==> config.mk <==
export PLATFORM = sky130hd
export DESIGN_NAME = cbb_front
export DESIGN_NICKNAME = d
export VERILOG_FILES = /design/src/sv/cbb_pkg.sv /design/src/sv/cbb_front.sv
export SDC_FILE = /design/constraint.sdc
export NUM_CORES = 1
export LEC_CHECK = 0
export BUFFER_PORTS_ARGS = -buffer_cell sky130_fd_sc_hd__buf_2
export CORE_ASPECT_RATIO = 1.75
export CORE_MARGIN = 2
export CORE_UTILIZATION = 51
export CTS_CLUSTER_DIAMETER = 200
export DETAILED_ROUTE_END_ITERATION = 10
export PLACE_DENSITY = 0.86
export SETUP_SLACK_MARGIN = 0.3
export SYNTH_ARGS = -nofsm -noshare
export SYNTH_HDL_FRONTEND = slang
export SYNTH_SLANG_ARGS = --single-unit
==> constraint.sdc <==
create_clock -name clk -period 10 [get_ports clk]
set_clock_uncertainty 0.2 [all_clocks]
set_input_delay 1 -clock clk [delete_from_list [all_inputs] [get_ports clk]]
set_output_delay 1 -clock clk [all_outputs]
set_load 0.02 [all_outputs]
==> src/sv/cbb_pkg.sv <==
// Shared types and constants of the clipped box blur.
package cbb_pkg;

  localparam int MAX_WIDTH   = 64;
  localparam int MAX_HEIGHT  = 64;
  localparam int MAX_RADIUS  = 7;

  localparam int POS_W       = 6;
  localparam int DIM_W       = 7;
  localparam int RAD_W       = 3;
  localparam int PIXEL_W     = 32;
  localparam int CHAN_W      = 8;
  localparam int CHANNELS    = PIXEL_W / CHAN_W;
  localparam int SPAN_W      = $clog2(2 * MAX_RADIUS + 2);
  localparam int CNT_W       = 2 * SPAN_W;
  localparam int SUM_W       = CHAN_W + CNT_W;
  localparam int STEP_W      = $clog2(CHAN_W);
  localparam int ADDR_W      = $clog2(MAX_WIDTH * MAX_HEIGHT);
  localparam int QUEUE_DEPTH = 2;
  localparam int QPTR_W      = $clog2(QUEUE_DEPTH);
  localparam int QFILL_W     = $clog2(QUEUE_DEPTH + 1);

  localparam int CFG_IDX_W   = 2;
  localparam int CFG_DATA_W  = 7;
  localparam logic [CFG_IDX_W-1:0] CFG_WIDTH  = 2'd0;
  localparam logic [CFG_IDX_W-1:0] CFG_HEIGHT = 2'd1;
  localparam logic [CFG_IDX_W-1:0] CFG_RADIUS = 2'd2;

  localparam logic [DIM_W-1:0] WIDTH_RESET  = 7'd64;
  localparam logic [DIM_W-1:0] HEIGHT_RESET = 7'd64;
  localparam logic [RAD_W-1:0] RADIUS_RESET = 3'd1;

  localparam logic OP_WRITE = 1'b0;
  localparam logic OP_QUERY = 1'b1;

  typedef struct packed {
    logic               operation;
    logic [POS_W-1:0]   x_position;
    logic [POS_W-1:0]   y_position;
    logic [PIXEL_W-1:0] pixel_value;
  } item_t;

  typedef struct packed {
    logic [PIXEL_W-1:0] mean_pixel;
    logic               bad_coordinate;
  } result_t;

  typedef enum logic [1:0] {
    CMD_WRITE,
    CMD_QUERY,
    CMD_BAD
  } cmd_kind_t;

  typedef struct packed {
    cmd_kind_t          kind;
    logic [POS_W-1:0]   x0;
    logic [POS_W-1:0]   x1;
    logic [POS_W-1:0]   y0;
    logic [POS_W-1:0]   y1;
    logic [CNT_W-1:0]   count;
    logic [PIXEL_W-1:0] pixel;
  } cmd_t;

endpackage

==> src/sv/cbb_front.sv <==
// Front end: configuration registers, word acceptance and window clipping.
module cbb_front (
  input  logic                            clk,
  input  logic                            rst,
  input  logic                            start,
  output logic                            busy,
  input  cbb_pkg::item_t                  item,
  input  logic                            cfg_write,
  input  logic [cbb_pkg::CFG_IDX_W-1:0]   cfg_index,
  input  logic [cbb_pkg::CFG_DATA_W-1:0]  cfg_data,
  input  logic                            queue_full,
  output logic                            push,
  output cbb_pkg::cmd_t                   cmd
);

  logic [cbb_pkg::DIM_W-1:0]  image_width;
  logic [cbb_pkg::DIM_W-1:0]  image_height;
  logic [cbb_pkg::RAD_W-1:0]  blur_radius;

  logic [cbb_pkg::DIM_W-1:0]  w_eff;
  logic [cbb_pkg::DIM_W-1:0]  h_eff;
  logic [cbb_pkg::RAD_W-1:0]  r_eff;
  logic [cbb_pkg::DIM_W-1:0]  x_ext;
  logic [cbb_pkg::DIM_W-1:0]  y_ext;
  logic [cbb_pkg::DIM_W-1:0]  x_hi;
  logic [cbb_pkg::DIM_W-1:0]  y_hi;
  logic [cbb_pkg::DIM_W-1:0]  x_lim;
  logic [cbb_pkg::DIM_W-1:0]  y_lim;
  logic [cbb_pkg::POS_W-1:0]  x0;
  logic [cbb_pkg::POS_W-1:0]  x1;
  logic [cbb_pkg::POS_W-1:0]  y0;
  logic [cbb_pkg::POS_W-1:0]  y1;
  logic [cbb_pkg::SPAN_W-1:0] span_x;
  logic [cbb_pkg::SPAN_W-1:0] span_y;
  logic                       bad;
  logic                       in_store;
  logic                       accept;

  always_ff @(posedge clk) begin
    if (rst) begin
      image_width  <= cbb_pkg::WIDTH_RESET;
      image_height <= cbb_pkg::HEIGHT_RESET;
      blur_radius  <= cbb_pkg::RADIUS_RESET;
    end else if (cfg_write) begin
      case (cfg_index)
        cbb_pkg::CFG_WIDTH:  image_width  <= cfg_data;
        cbb_pkg::CFG_HEIGHT: image_height <= cfg_data;
        cbb_pkg::CFG_RADIUS: blur_radius  <= cfg_data[cbb_pkg::RAD_W-1:0];
        default: ;
      endcase
    end
  end

  always_comb begin
    w_eff = (int'(image_width) > cbb_pkg::MAX_WIDTH) ?
            cbb_pkg::DIM_W'(cbb_pkg::MAX_WIDTH) : image_width;
    h_eff = (int'(image_height) > cbb_pkg::MAX_HEIGHT) ?
            cbb_pkg::DIM_W'(cbb_pkg::MAX_HEIGHT) : image_height;
    r_eff = (int'(blur_radius) > cbb_pkg::MAX_RADIUS) ?
            cbb_pkg::RAD_W'(cbb_pkg::MAX_RADIUS) : blur_radius;

    x_ext = cbb_pkg::DIM_W'(item.x_position);
    y_ext = cbb_pkg::DIM_W'(item.y_position);
    bad   = (x_ext >= w_eff) || (y_ext >= h_eff);

    x0 = (item.x_position > cbb_pkg::POS_W'(r_eff)) ?
         item.x_position - cbb_pkg::POS_W'(r_eff) : '0;
    y0 = (item.y_position > cbb_pkg::POS_W'(r_eff)) ?
         item.y_position - cbb_pkg::POS_W'(r_eff) : '0;
    x_hi  = x_ext + cbb_pkg::DIM_W'(r_eff);
    y_hi  = y_ext + cbb_pkg::DIM_W'(r_eff);
    x_lim = w_eff - 1'b1;
    y_lim = h_eff - 1'b1;
    x1 = cbb_pkg::POS_W'((x_hi > x_lim) ? x_lim : x_hi);
    y1 = cbb_pkg::POS_W'((y_hi > y_lim) ? y_lim : y_hi);
    span_x = cbb_pkg::SPAN_W'(x1 - x0 + 1'b1);
    span_y = cbb_pkg::SPAN_W'(y1 - y0 + 1'b1);

    in_store = (int'(item.x_position) < cbb_pkg::MAX_WIDTH) &&
               (int'(item.y_position) < cbb_pkg::MAX_HEIGHT);

    cmd.x0    = x0;
    cmd.x1    = x1;
    cmd.y0    = y0;
    cmd.y1    = y1;
    cmd.count = cbb_pkg::CNT_W'(span_x) * cbb_pkg::CNT_W'(span_y);
    cmd.pixel = item.pixel_value;
    if (item.operation == cbb_pkg::OP_WRITE) begin
      cmd.kind = cbb_pkg::CMD_WRITE;
      cmd.x0   = item.x_position;
      cmd.y0   = item.y_position;
    end else if (bad) begin
      cmd.kind = cbb_pkg::CMD_BAD;
    end else begin
      cmd.kind = cbb_pkg::CMD_QUERY;
    end

    busy   = queue_full;
    accept = start && !queue_full;
    push   = accept && ((item.operation == cbb_pkg::OP_QUERY) || in_store);
  end

endmodule

==> impl_metrics.env <==
export IMPL_status="complete, no violations"
export IMPL_max_freq_ghz=0.108
export IMPL_dpl_worst_slack_ps=743
export IMPL_final_instance_count_excl_fill=519
export IMPL_rows=39
export IMPL_antenna_cells=0
export IMPL_holdWs_ps=353
export IMPL_async_reset_ff_share_pct=0
export IMPL_tns_ps=0
export IMPL_layout_commonest_cell="buf_2"
export IMPL_layout_nets=567
export IMPL_cts_sinks=17
export IMPL_placement_cell_area_sq_um=3460
export IMPL_syn_area_sq_um=3350
export IMPL_rsz0062_at_grt="no"
export IMPL_remaining_drc_errors=0
export IMPL_antenna_left=0
export IMPL_hold_buffers=0
export IMPL_gr_usage_all_layers_pct=23.0
export IMPL_fp_dieH_microns=111
export IMPL_synth_cells=416
export IMPL_cp_required_ps=8800
export IMPL_via_count=3037
export IMPL_seq_area_sq_um=340
export IMPL_dieArea_sq_um=7250
export IMPL_period_share_pct=92.5
export IMPL_yosysWarnings=0
export IMPL_period_minus_slack_ps=9250
export IMPL_io_pins=127
export IMPL_final_area_sq_um=3540
export IMPL_drive_gt1_share_pct=18.5
export IMPL_ys_flop_type="dfxtp_1"
export IMPL_firstDrtPassIters=5
export IMPL_io_buffers=62
export IMPL_die_x_microns=65.3
export IMPL_worst_slew_pin_slew_ps=759
export IMPL_final_cell_mix="buf_2 (62), ha_1 (60), inv_1 (36), nor2_1 (28)"
export IMPL_holdPathStages=2
export IMPL_seq_area_frac_synth_pct=10.2
export IMPL_cap_violations=0
export IMPL_cp_arrival_ps=8050
export IMPL_min_delay_start="image_width[5]"
export IMPL_synth_area_leader_cell="ha_1"
export IMPL_synthToLayoutAreaGrowth_pct=5.83
export IMPL_synth_top_area_share_pct=22.4
export IMPL_utilization_pct=55.0
export IMPL_timing_rr_end="image_width[6]"
export IMPL_maxSlewHeadroom_pct=49.1
export IMPL_min_to="image_width[5]"
export IMPL_r2r_start="image_width[6]"
export IMPL_p_total_uw=675
export IMPL_postCtsSetupRepairBufs=0
export IMPL_multi_input_area_sq_um=2570
export IMPL_path_clk_slew_ps=50
export IMPL_synth_edff_count=0
export IMPL_grt_ovfl_total=0
export IMPL_synth_cell_types=56
export IMPL_hpwl_microns=6850
export IMPL_ir_worst_vdd_uv=108
export IMPL_hold_viol_final=0
export IMPL_setup_viol=0
export IMPL_clkLatencyLatePin_ps=250
export IMPL_endpoint_kind="output pin"
export IMPL_cts_buffers=3
export IMPL_worst_path_largest_cell_delay_ps=490
export IMPL_p_leak_nw=1.80
export IMPL_first_global_vias=3151
export IMPL_cts_path_max_buffers=2
export IMPL_initial_core_util_pct=52.0
export IMPL_routedWlPerCell_microns=15.6
export IMPL_nFillCells=615
export IMPL_gp_congestion=0.931
export IMPL_core_area_sq_um=6440
export IMPL_powerDensity_nw_per_um2=191
export IMPL_slew_violations=0
export IMPL_grt_max_degree=18
export IMPL_clock_tree_root_cell="clkbuf_16"
export IMPL_reg2reg_depth=3
export IMPL_wirelength_microns=8080
export IMPL_cp_slowest_cell="or4_1"
export IMPL_cts_htree_levels=1
export IMPL_grt_pass1_wl_microns=13500
export IMPL_critPathKind="in -> out"
export IMPL_hold_class="reg -> reg"
export IMPL_synth_seq_cells=17
export IMPL_cts_tree="built"
export IMPL_fin_ws_ps=747
export IMPL_syn_area_per_cell_sq_um=8.05
export IMPL_dr_first_iter_drc_count=121
export IMPL_crit_path_start_kind="primary input"
export IMPL_cp_top_family="adder cells"
export IMPL_path_max_fanout=9
export IMPL_path_common_cell="ha_1"
export IMPL_netlist_top_cells_area="ha_1 (22%), dfxtp_1 (10%), buf_4 (7.4%)"
export IMPL_synth_nets=545
export IMPL_dp_cells=515
export IMPL_cp_depth=30
export IMPL_ff2ff_setup_slack_ps=8840
export IMPL_antenna_found_initial=0
export IMPL_viasPerCell=5.85
export IMPL_critPathBufInv=5
worst reg2reg max path: cells and delay by family, from the launching register on:
kind	cells	cell delay [ps]
compound gates	1	280
buf+inv	1	150
flops	1	350
simple gates	1	70
cell families (layout without fill, tap and decap cells):
kind of cell	count (synthesis)	count (layout)	share of synthesized area, %
adder cells (fa/ha/maj)	70	70	28.4
AO/OA/AOI/OAI	78	78	15.8
multiplexers	24	24	7.29
XOR/XNOR	20	20	5.23
AND/OR/NAND/NOR	124	124	19.7
buffers and inverters	83	104	13.3
flip-flops	17	17	10.2
layout make-up:
cell class                      count  area share, %
Inverter                           38           4.03
Timing Repair Buffer               62           8.76
Tap cell                           82           2.90
Clock inverter                      1          0.141
Multi-Input combinational cell    316           72.5
Clock buffer                        3           2.12
Sequential cell                    17           9.60
repair_timing:
item / 4_1_cts / 5_1_grt
setup endpoints to repair: 0 / 1
hold endpoints to repair: 0 / 0
gates resized for setup: 0 / 1
synthesized netlist by cell type, types with 5 or more instances:
library cell and n:
nor3_1 9, o21ai_0 11, dfxtp_1 17, mux2i_1 21
xnor2_1 16, ha_1 60, clkbuf_1 6, nor2b_1 7
nand2b_1 12, a21o_1 12, inv_1 36, nor2_1 28
fa_1 10, and2_1 5, nand2_1 23, nand3_1 8
buf_4 33, a21oi_1 23
where the power goes:
part           internal, mW  switching [mW]
Clock                0.0535          0.0267
Sequential           0.0703         0.00300
Combinational         0.211           0.311
routing by layer:
layer  up-vias  global-route usage, %  share of wire [%]
li1       1464                      -                  -
met1      1411                   23.4                 36
met2       100                   42.5                 53
met3        62                   1.32                4.3
met4         0                   16.0                6.9
met5         -                      0                  0
sequential cells by signal (all words and copies together), names as in the netlist:
register      count
blur_radius       3
image_height      7
image_width       7
worst max path at each step:
stage                        start  endpoint  slack, ps
after global placement    item[38]   cmd[39]       1030
after floorplan           item[38]   cmd[39]       1360
after CTS                 item[38]   cmd[39]        720
after detailed placement  item[38]   cmd[39]        740
final                     item[38]   cmd[39]        750
after global routing      item[38]   cmd[39]        390
Power figures use the tool's default switching activity.
