[src/sv/cbb_pkg.sv]
// Shared types and constants of the clipped box blur.
package cbb_pkg;

  localparam int MAX_WIDTH   = 64;
  localparam int MAX_HEIGHT  = 64;
  localparam int MAX_RADIUS  = 7;

  localparam int POS_W       = 6;
  localparam int DIM_W       = 7;
  localparam int RAD_W       = 3;
  localparam int PIXEL_W     = 32;
  localparam int CHAN_W      = 8;
  localparam int CHANNELS    = PIXEL_W / CHAN_W;
  localparam int SPAN_W      = $clog2(2 * MAX_RADIUS + 2);
  localparam int CNT_W       = 2 * SPAN_W;
  localparam int SUM_W       = CHAN_W + CNT_W;
  localparam int STEP_W      = $clog2(CHAN_W);
  localparam int ADDR_W      = $clog2(MAX_WIDTH * MAX_HEIGHT);
  localparam int QUEUE_DEPTH = 2;
  localparam int QPTR_W      = $clog2(QUEUE_DEPTH);
  localparam int QFILL_W     = $clog2(QUEUE_DEPTH + 1);

  localparam int CFG_IDX_W   = 2;
  localparam int CFG_DATA_W  = 7;
  localparam logic [CFG_IDX_W-1:0] CFG_WIDTH  = 2'd0;
  localparam logic [CFG_IDX_W-1:0] CFG_HEIGHT = 2'd1;
  localparam logic [CFG_IDX_W-1:0] CFG_RADIUS = 2'd2;

  localparam logic [DIM_W-1:0] WIDTH_RESET  = 7'd64;
  localparam logic [DIM_W-1:0] HEIGHT_RESET = 7'd64;
  localparam logic [RAD_W-1:0] RADIUS_RESET = 3'd1;

  localparam logic OP_WRITE = 1'b0;
  localparam logic OP_QUERY = 1'b1;

  typedef struct packed {
    logic               operation;
    logic [POS_W-1:0]   x_position;
    logic [POS_W-1:0]   y_position;
    logic [PIXEL_W-1:0] pixel_value;
  } item_t;

  typedef struct packed {
    logic [PIXEL_W-1:0] mean_pixel;
    logic               bad_coordinate;
  } result_t;

  typedef enum logic [1:0] {
    CMD_WRITE,
    CMD_QUERY,
    CMD_BAD
  } cmd_kind_t;

  typedef struct packed {
    cmd_kind_t          kind;
    logic [POS_W-1:0]   x0;
    logic [POS_W-1:0]   x1;
    logic [POS_W-1:0]   y0;
    logic [POS_W-1:0]   y1;
    logic [CNT_W-1:0]   count;
    logic [PIXEL_W-1:0] pixel;
  } cmd_t;

endpackage

[src/sv/cbb_queue.sv]
// Short command queue between the front end and the back end.
module cbb_queue (
  input  logic          clk,
  input  logic          rst,
  input  logic          push,
  input  cbb_pkg::cmd_t push_cmd,
  input  logic          pop,
  output cbb_pkg::cmd_t head,
  output logic          full,
  output logic          empty
);

  cbb_pkg::cmd_t                entries [cbb_pkg::QUEUE_DEPTH];
  logic [cbb_pkg::QPTR_W-1:0]   wr_ptr;
  logic [cbb_pkg::QPTR_W-1:0]   rd_ptr;
  logic [cbb_pkg::QFILL_W-1:0]  fill;
  logic                         do_push;
  logic                         do_pop;

  assign full    = (fill == cbb_pkg::QFILL_W'(cbb_pkg::QUEUE_DEPTH));
  assign empty   = (fill == '0);
  assign do_push = push && !full;
  assign do_pop  = pop && !empty;
  assign head    = entries[rd_ptr];

  always_ff @(posedge clk) begin
    if (do_push) begin
      entries[wr_ptr] <= push_cmd;
    end
  end

  always_ff @(posedge clk) begin
    if (rst) begin
      wr_ptr <= '0;
      rd_ptr <= '0;
      fill   <= '0;
    end else begin
      if (do_push) begin
        wr_ptr <= (int'(wr_ptr) == cbb_pkg::QUEUE_DEPTH - 1) ? '0 : wr_ptr + 1'b1;
      end
      if (do_pop) begin
        rd_ptr <= (int'(rd_ptr) == cbb_pkg::QUEUE_DEPTH - 1) ? '0 : rd_ptr + 1'b1;
      end
      if (do_push && !do_pop) begin
        fill <= fill + 1'b1;
      end else if (do_pop && !do_push) begin
        fill <= fill - 1'b1;
      end
    end
  end

endmodule

[config.mk]
export PLATFORM = sky130hd
export DESIGN_NAME = cbb_queue
export DESIGN_NICKNAME = d
export VERILOG_FILES = /design/src/sv/cbb_pkg.sv /design/src/sv/cbb_queue.sv
export SDC_FILE = /design/constraint.sdc
export NUM_CORES = 1
export LEC_CHECK = 0
export BUFFER_PORTS_ARGS = -buffer_cell sky130_fd_sc_hd__buf_2
export CAP_MARGIN = 25
export CORE_ASPECT_RATIO = 1.4
export CORE_MARGIN = 3
export CORE_UTILIZATION = 56
export CTS_CLUSTER_DIAMETER = 40
export CTS_CLUSTER_SIZE = 25
export DETAILED_ROUTE_END_ITERATION = 10
export GPL_ROUTABILITY_DRIVEN = 1
export PLACE_DENSITY = 0.92
export SKIP_LAST_GASP = 1
export SYNTH_ARGS = -nofsm -noshare
export SYNTH_HDL_FRONTEND = slang
export SYNTH_SLANG_ARGS = --single-unit
[constraint.sdc]
create_clock -name clk -period 5.85 [get_ports clk]
set_clock_uncertainty 0.05 [all_clocks]
set_input_delay 0.2925 -clock clk [delete_from_list [all_inputs] [get_ports clk]]
set_output_delay 0.2925 -clock clk [all_outputs]
set_load 0.03 [all_outputs]
==> flow_metrics.tcl, run 1 <==
set metrics [dict create \
    outcome "completed" \
    rr_startpoint "fill[0]" \
    cp_max_fo 42 \
    hold_end "entries[0][1]" \
    initial_core_util_pct 57.94 \
    post_cts_buffers 0 \
    syn_to_final_growth_pct 27.45 \
    swShare_pct 31.09 \
    dr_total_vias 2600 \
    dieArea_um2 10090 \
    fmax_mhz 380.4 \
    drive_gt1_share_pct 60.51 \
    cts_tree "done" \
    firstDrtPassIters 4 \
    power.switching_uw 993.2 \
    synth_most_common_cell "edfxtp_1" \
    cp-start-kind "flop" \
    relSlewSlack_pct 42.39 \
    rr_endpoint "entries[0][45]" \
    syn_area_um2 4987 \
    hold_viol_final 0 \
    crit_arrival_ps 2290 \
    critPathRequiredTime_ps 5510 \
    tns_ps 0 \
    min-delay-start "push_cmd[1]" \
    ir_worst_vdd_uv 409.7 \
    seqPwrFrac_pct 40.6 \
    nets 453 \
    synth_top_area_share_pct 79.48 \
    clk_pin_slew_ps 60 \
    synth_cell_types 15 \
    fin_cells 501 \
    place_inst 468 \
    gp_congestion 0.7407 \
    cts-hold-fix-buffers 0 \
    synth_edf_count 132 \
    gr-total-overflow 0 \
    dp_hpwl_um 5796 \
    powerDensity_nw_per_um2 502.6 \
    cts_buffers 17 \
    io_pins 138 \
    clock-root-buffer "clkbuf_16" \
    htreeDepth 4 \
    portBuffers 137 \
    die_width_um 85.76 \
    period_minus_slack_ps 2629 \
    ys_seq_area_share_pct 81.49 \
    r2r_slack_ps 3780 \
    drv_slew 0 \
    combPwrFrac_pct 27.0 \
    clockBufferDepth 2 \
    yosys_warnings 0 \
    rr_worst_depth 4 \
    synth_area_leaders "edfxtp_1, mux2_2, dfxtp_1, buf_6, xor2_1" \
    synth_seq_cells 137 \
    fin_crit_sh_pct 44.94 \
    syn_nets 301 \
    worstSetupPathType "reg2out" \
    ant_nets 0 \
    detail_route.iter0.violations 162 \
    antenna_found_initial 2 \
    async_reset_ff_share_pct 0 \
    worstMarginPinSlew_ps 864.1 \
    rsz0062_at_grt "false" \
    die_y_um 117.7 \
    clkPwrFrac_pct 32.4 \
    num_rows 40 \
    detail_route.vias_per_cell 5.190 \
    core_area_um2 8608 \
    holdCritPathClass "in2reg" \
    drc 0 \
    cts_sinks 137 \
    drt_wl_total_um 9002 \
    avgSynthCellArea_um2 21.68 \
    grt_pass1_vias 2811 \
    endpoint_kind "primary output" \
    grt_usage_pct 18.56 \
    yosys-top-cells-count "edfxtp_1, mux2_2, dfxtp_1, nor2_1, buf_6" \
    p_int_mw 2.202 \
    yosysTopAreaCell "edfxtp_1" \
    setup_violations 0 \
    holdWs_ps 24.52 \
    p_leak_nw 2.409 \
    whs_path_depth 1 \
    grt_start_max_net_pins 67 \
    clk_latency_ps 400 \
    synth_ff_type "edfxtp_1" \
    drv_cap 0 \
    grt_pass1_wl_um 13940 \
    synthCells 230 \
    wl_per_cell_um 17.97 \
    cts_resized 0 \
]
==> sequential cells by signal (all words and copies together) (netlist names), named ones only <==
signal / flops
wr_ptr: 1
rd_ptr: 1
fill: 2
entries: 132
==> metal layers <==
metal / wire length, µm / vias up / share of wire, % / track usage, %
met4: 196 / 2 / 2.2 / 9.109
met3: 563 / 20 / 6.3 / 6.653
met5: 16 / - / 0.18 / 0
li1: - / 1222 / - / -
met1: 3320 / 1263 / 37 / 20.34
met2: 4904 / 93 / 54 / 31.42
==> kinds of logic after synthesis <==
| logic type | synth area share [%] |
|---|---|
| and+or+nand+nor | 0.9284 |
| DFF | 81.49 |
| AOI/OAI and AO/OA | 0.5017 |
| xor gates and xnor gates | 0.5269 |
| buffers and inverters | 1.405 |
| muxes | 14.90 |
| adders and majority gates | 0.2508 |
==> critical path: stages, from the launching register on <==
cell and delay (ps):
dfxtp_2 700, buf_4 560, mux2_2 400, buf_2 180
==> power groups by stage <==
| stage | Clock [mW] | Sequential (mW) | Combinational (mW) |
|---|---|---|---|
| 3_3_place_gp | 0 | 1.31 | 0.855 |
| 3_5_place_dp | 0 | 1.32 | 0.868 |
| 2_1_floorplan | 0 | 1.28 | 0.676 |
| 4_1_cts | 1.06 | 1.30 | 0.873 |
| 6_report | 1.04 | 1.30 | 0.862 |
| 5_1_grt | 1.11 | 1.31 | 0.909 |
==> worst max path at each step <==
stage / startpoint / to / slack, ps / depth (start not counted)
floorplan: fill[1] / entries[1][0] / 3120 / 3
global placement: flop / head[52] / 3650 / 3
detailed placement: flop / head[52] / 3610 / 3
CTS: flop / head[26] / 3160 / 3
global route: flop / head[31] / 3070 / 3
finish: flop / head[51] / 3220 / 3
==> per-stage QoR <==
step / worst slack, ps / util [%] / total power, mW / instance area, µm²
final: 3221 / 73.84 / 3.195 / 6356
after CTS: 3165 / 73.81 / 3.230 / 6354
after floorplan: 3125 / - / 1.961 / 4987
after detailed placement: 3613 / 66.99 / 2.185 / 5767
after global placement: 3648 / 66.99 / 2.160 / 5767
after global routing: 3066 / 73.84 / 3.326 / 6356
==> cell usage in the layout, fill, tap and decap left out, drive strengths merged <==
cell type	netlist	routed
or3	2	2
clkbuf	0	19
diode	0	1
clkinvlp	0	3
dfxtp	5	5
bufinv	0	3
buf	7	140
ha	1	1
xor2	3	3
nor2	5	5
mux2	66	66
clkinv	0	7
o21ai	3	3
a21oi	2	2
and2	1	1
nor2b	1	1
inv	2	2
edfxtp	132	132
==> layout make-up <==
class                      count  area (µm²)
timing repair buffer         140       708.2
fill                         518        2252
antenna                        1       2.502
multi-input combinational     84       854.6
sequential                   137        4065
clock inverter                13       153.9
inverter                       2       7.507
clock buffer                  19       432.9
tap                          105       131.4
Note: power is estimated with default switching activity, not from simulation.
==> run 2: changes to the inputs <==
Settings changed: CORE_UTILIZATION 56 to 52, PLACE_DENSITY 0.92 to 0.86.
Clock period 5.85 ns to 2.45 ns, I/O delays scaled along.
==> flow_metrics.tcl, run 2 (synthesis gave the netlist of run 1 again) <==
set metrics [dict create \
    outcome "completed" \
    num_rows 41 \
    rsz0062_at_grt "false" \
    grt_pass1_wl_um 15740 \
    powerDensity_nw_per_um2 1139 \
    drt_wl_total_um 10520 \
    holdWs_ps 84.97 \
    ant_nets 0 \
    htreeDepth 4 \
    cp_max_fo 25 \
    dr_total_vias 2899 \
    whs_path_depth 4 \
    largest_register "entries" \
    io_pins 138 \
    fin_ws_ps 369.6 \
    worstMarginPinSlew_ps 596.2 \
    endpoint_kind "primary output" \
    critPathRequiredTime_ps 2280 \
    total_power_mw 8.195 \
    drc 0 \
    ir_worst_vdd_uv 902.7 \
    cts_tree "done" \
    rr_worst_depth 4 \
    tns_ps 0 \
    n_fill_cell 485 \
    wl_per_cell_um 18.36 \
    setup_violations 0 \
    clock-root-buffer "clkbuf_16" \
    cts_buffers 17 \
    final_cell_area_um2 7192 \
    cts_sinks 137 \
    p_leak_nw 2.753 \
    gr-total-overflow 0 \
    drive_gt1_share_pct 52.69 \
    regArea_um2 4065 \
    detail_route.iter0.violations 118 \
    dieArea_um2 10820 \
    cts_resized 0 \
    gp_congestion 0.7487 \
    die_y_um 121.9 \
    holdCritPathClass "in2reg" \
    multi_input_area_um2 854.6 \
    final_common_cell "buf_2" \
    place_inst 473 \
    grt_pass1_vias 3152 \
    cp-start-kind "flop" \
    grt_start_max_net_pins 45 \
    fin_cells 573 \
    clk_pin_slew_ps 60 \
    fin_util_pct 78.32 \
    worstSetupPathType "reg2out" \
    grt_usage_pct 20.58 \
    hold_viol_final 0 \
    period_minus_slack_ps 2080 \
    dp_hpwl_um 6115 \
    detail_route.vias_per_cell 5.059 \
    reg_top3 "entries: 132 flops, fill: 2 flops" \
    antenna_found_initial 1 \
    fmax_mhz 480.7 \
    firstDrtPassIters 5 \
    largest_reg_flops 132 \
    portBuffers 137 \
    core_area_um2 9183 \
    crit_arrival_ps 1910 \
    clk_latency_ps 410 \
    clockBufferDepth 2 \
    post_cts_buffers 0 \
    drv_cap 0 \
    place_area_um2 5846 \
    pre_cts_slack_ps 568.8 \
    initial_core_util_pct 54.31 \
    nets 523 \
    mostFrequentLayoutCells "buf_2, edfxtp_1, dlygate4sd3_1" \
    die_width_um 88.77 \
    relSlewSlack_pct 60.25 \
    drv_slew 0 \
    fin_crit_sh_pct 84.91 \
    syn_to_final_growth_pct 44.20 \
]
==> run 2: changes by cell type in the layout (fill, tap and decap cells not counted) <==
cell	delta
bufinv_16	+3
clkbuf_1	-2
dlygate4sd3_1	+67
buf_4	-1
inv_2	-1
clkinvlp_4	+1
clkinv_1	-1
inv_6	+2
clkinv_2	-2
buf_12	+4
==> run 2: final timing paths <==
path / start / end / slack [ps]
worst min-delay path: push / wr_ptr / 80
worst max-delay path: flop / head[8] / 370
worst max register to register: fill[0] / entries[0][34] / 560
worst min register to register: wr_ptr / wr_ptr / 460
==> run 2: layout make-up <==
cell class,count,area share (%)
antenna,1,0.03479
clock buffer,17,5.915
clock inverter,15,3.445
inverter,2,0.1566
multi-input combinational,84,11.88
sequential,137,56.52
tap,107,1.862
timing repair buffer,210,20.18
==> run 2: power by group <==
part           internal (mW)  leakage [nW]  total [mW]  switching [mW]
clock                   1.91         0.320        2.86           0.943
combinational          0.854          1.16        2.25            1.40
sequential              2.95          1.27        3.08           0.138
total                   5.71          2.75        8.19            2.48
==> run 2: worst max-delay path, cell delays in order (launching register included) <==
cell	delay (ps)
dfxtp_2	680
buf_12	260
mux2_2	380
buf_2	190
==> run 2: timing repair <==
item,4_1_cts,5_1_grt
hold endpoints to repair,137,0
setup endpoints to repair,0,0
hold buffers,67,0
==> run 2: routing by layer <==
layer / track usage, % / routed length, µm / vias up
li1: - / - / 1355
met3: 6.698 / 572 / 22
met4: 9.830 / 261 / 0
met2: 37.31 / 6069 / 109
met1: 20.55 / 3618 / 1413
met5: 0 / 0 / -
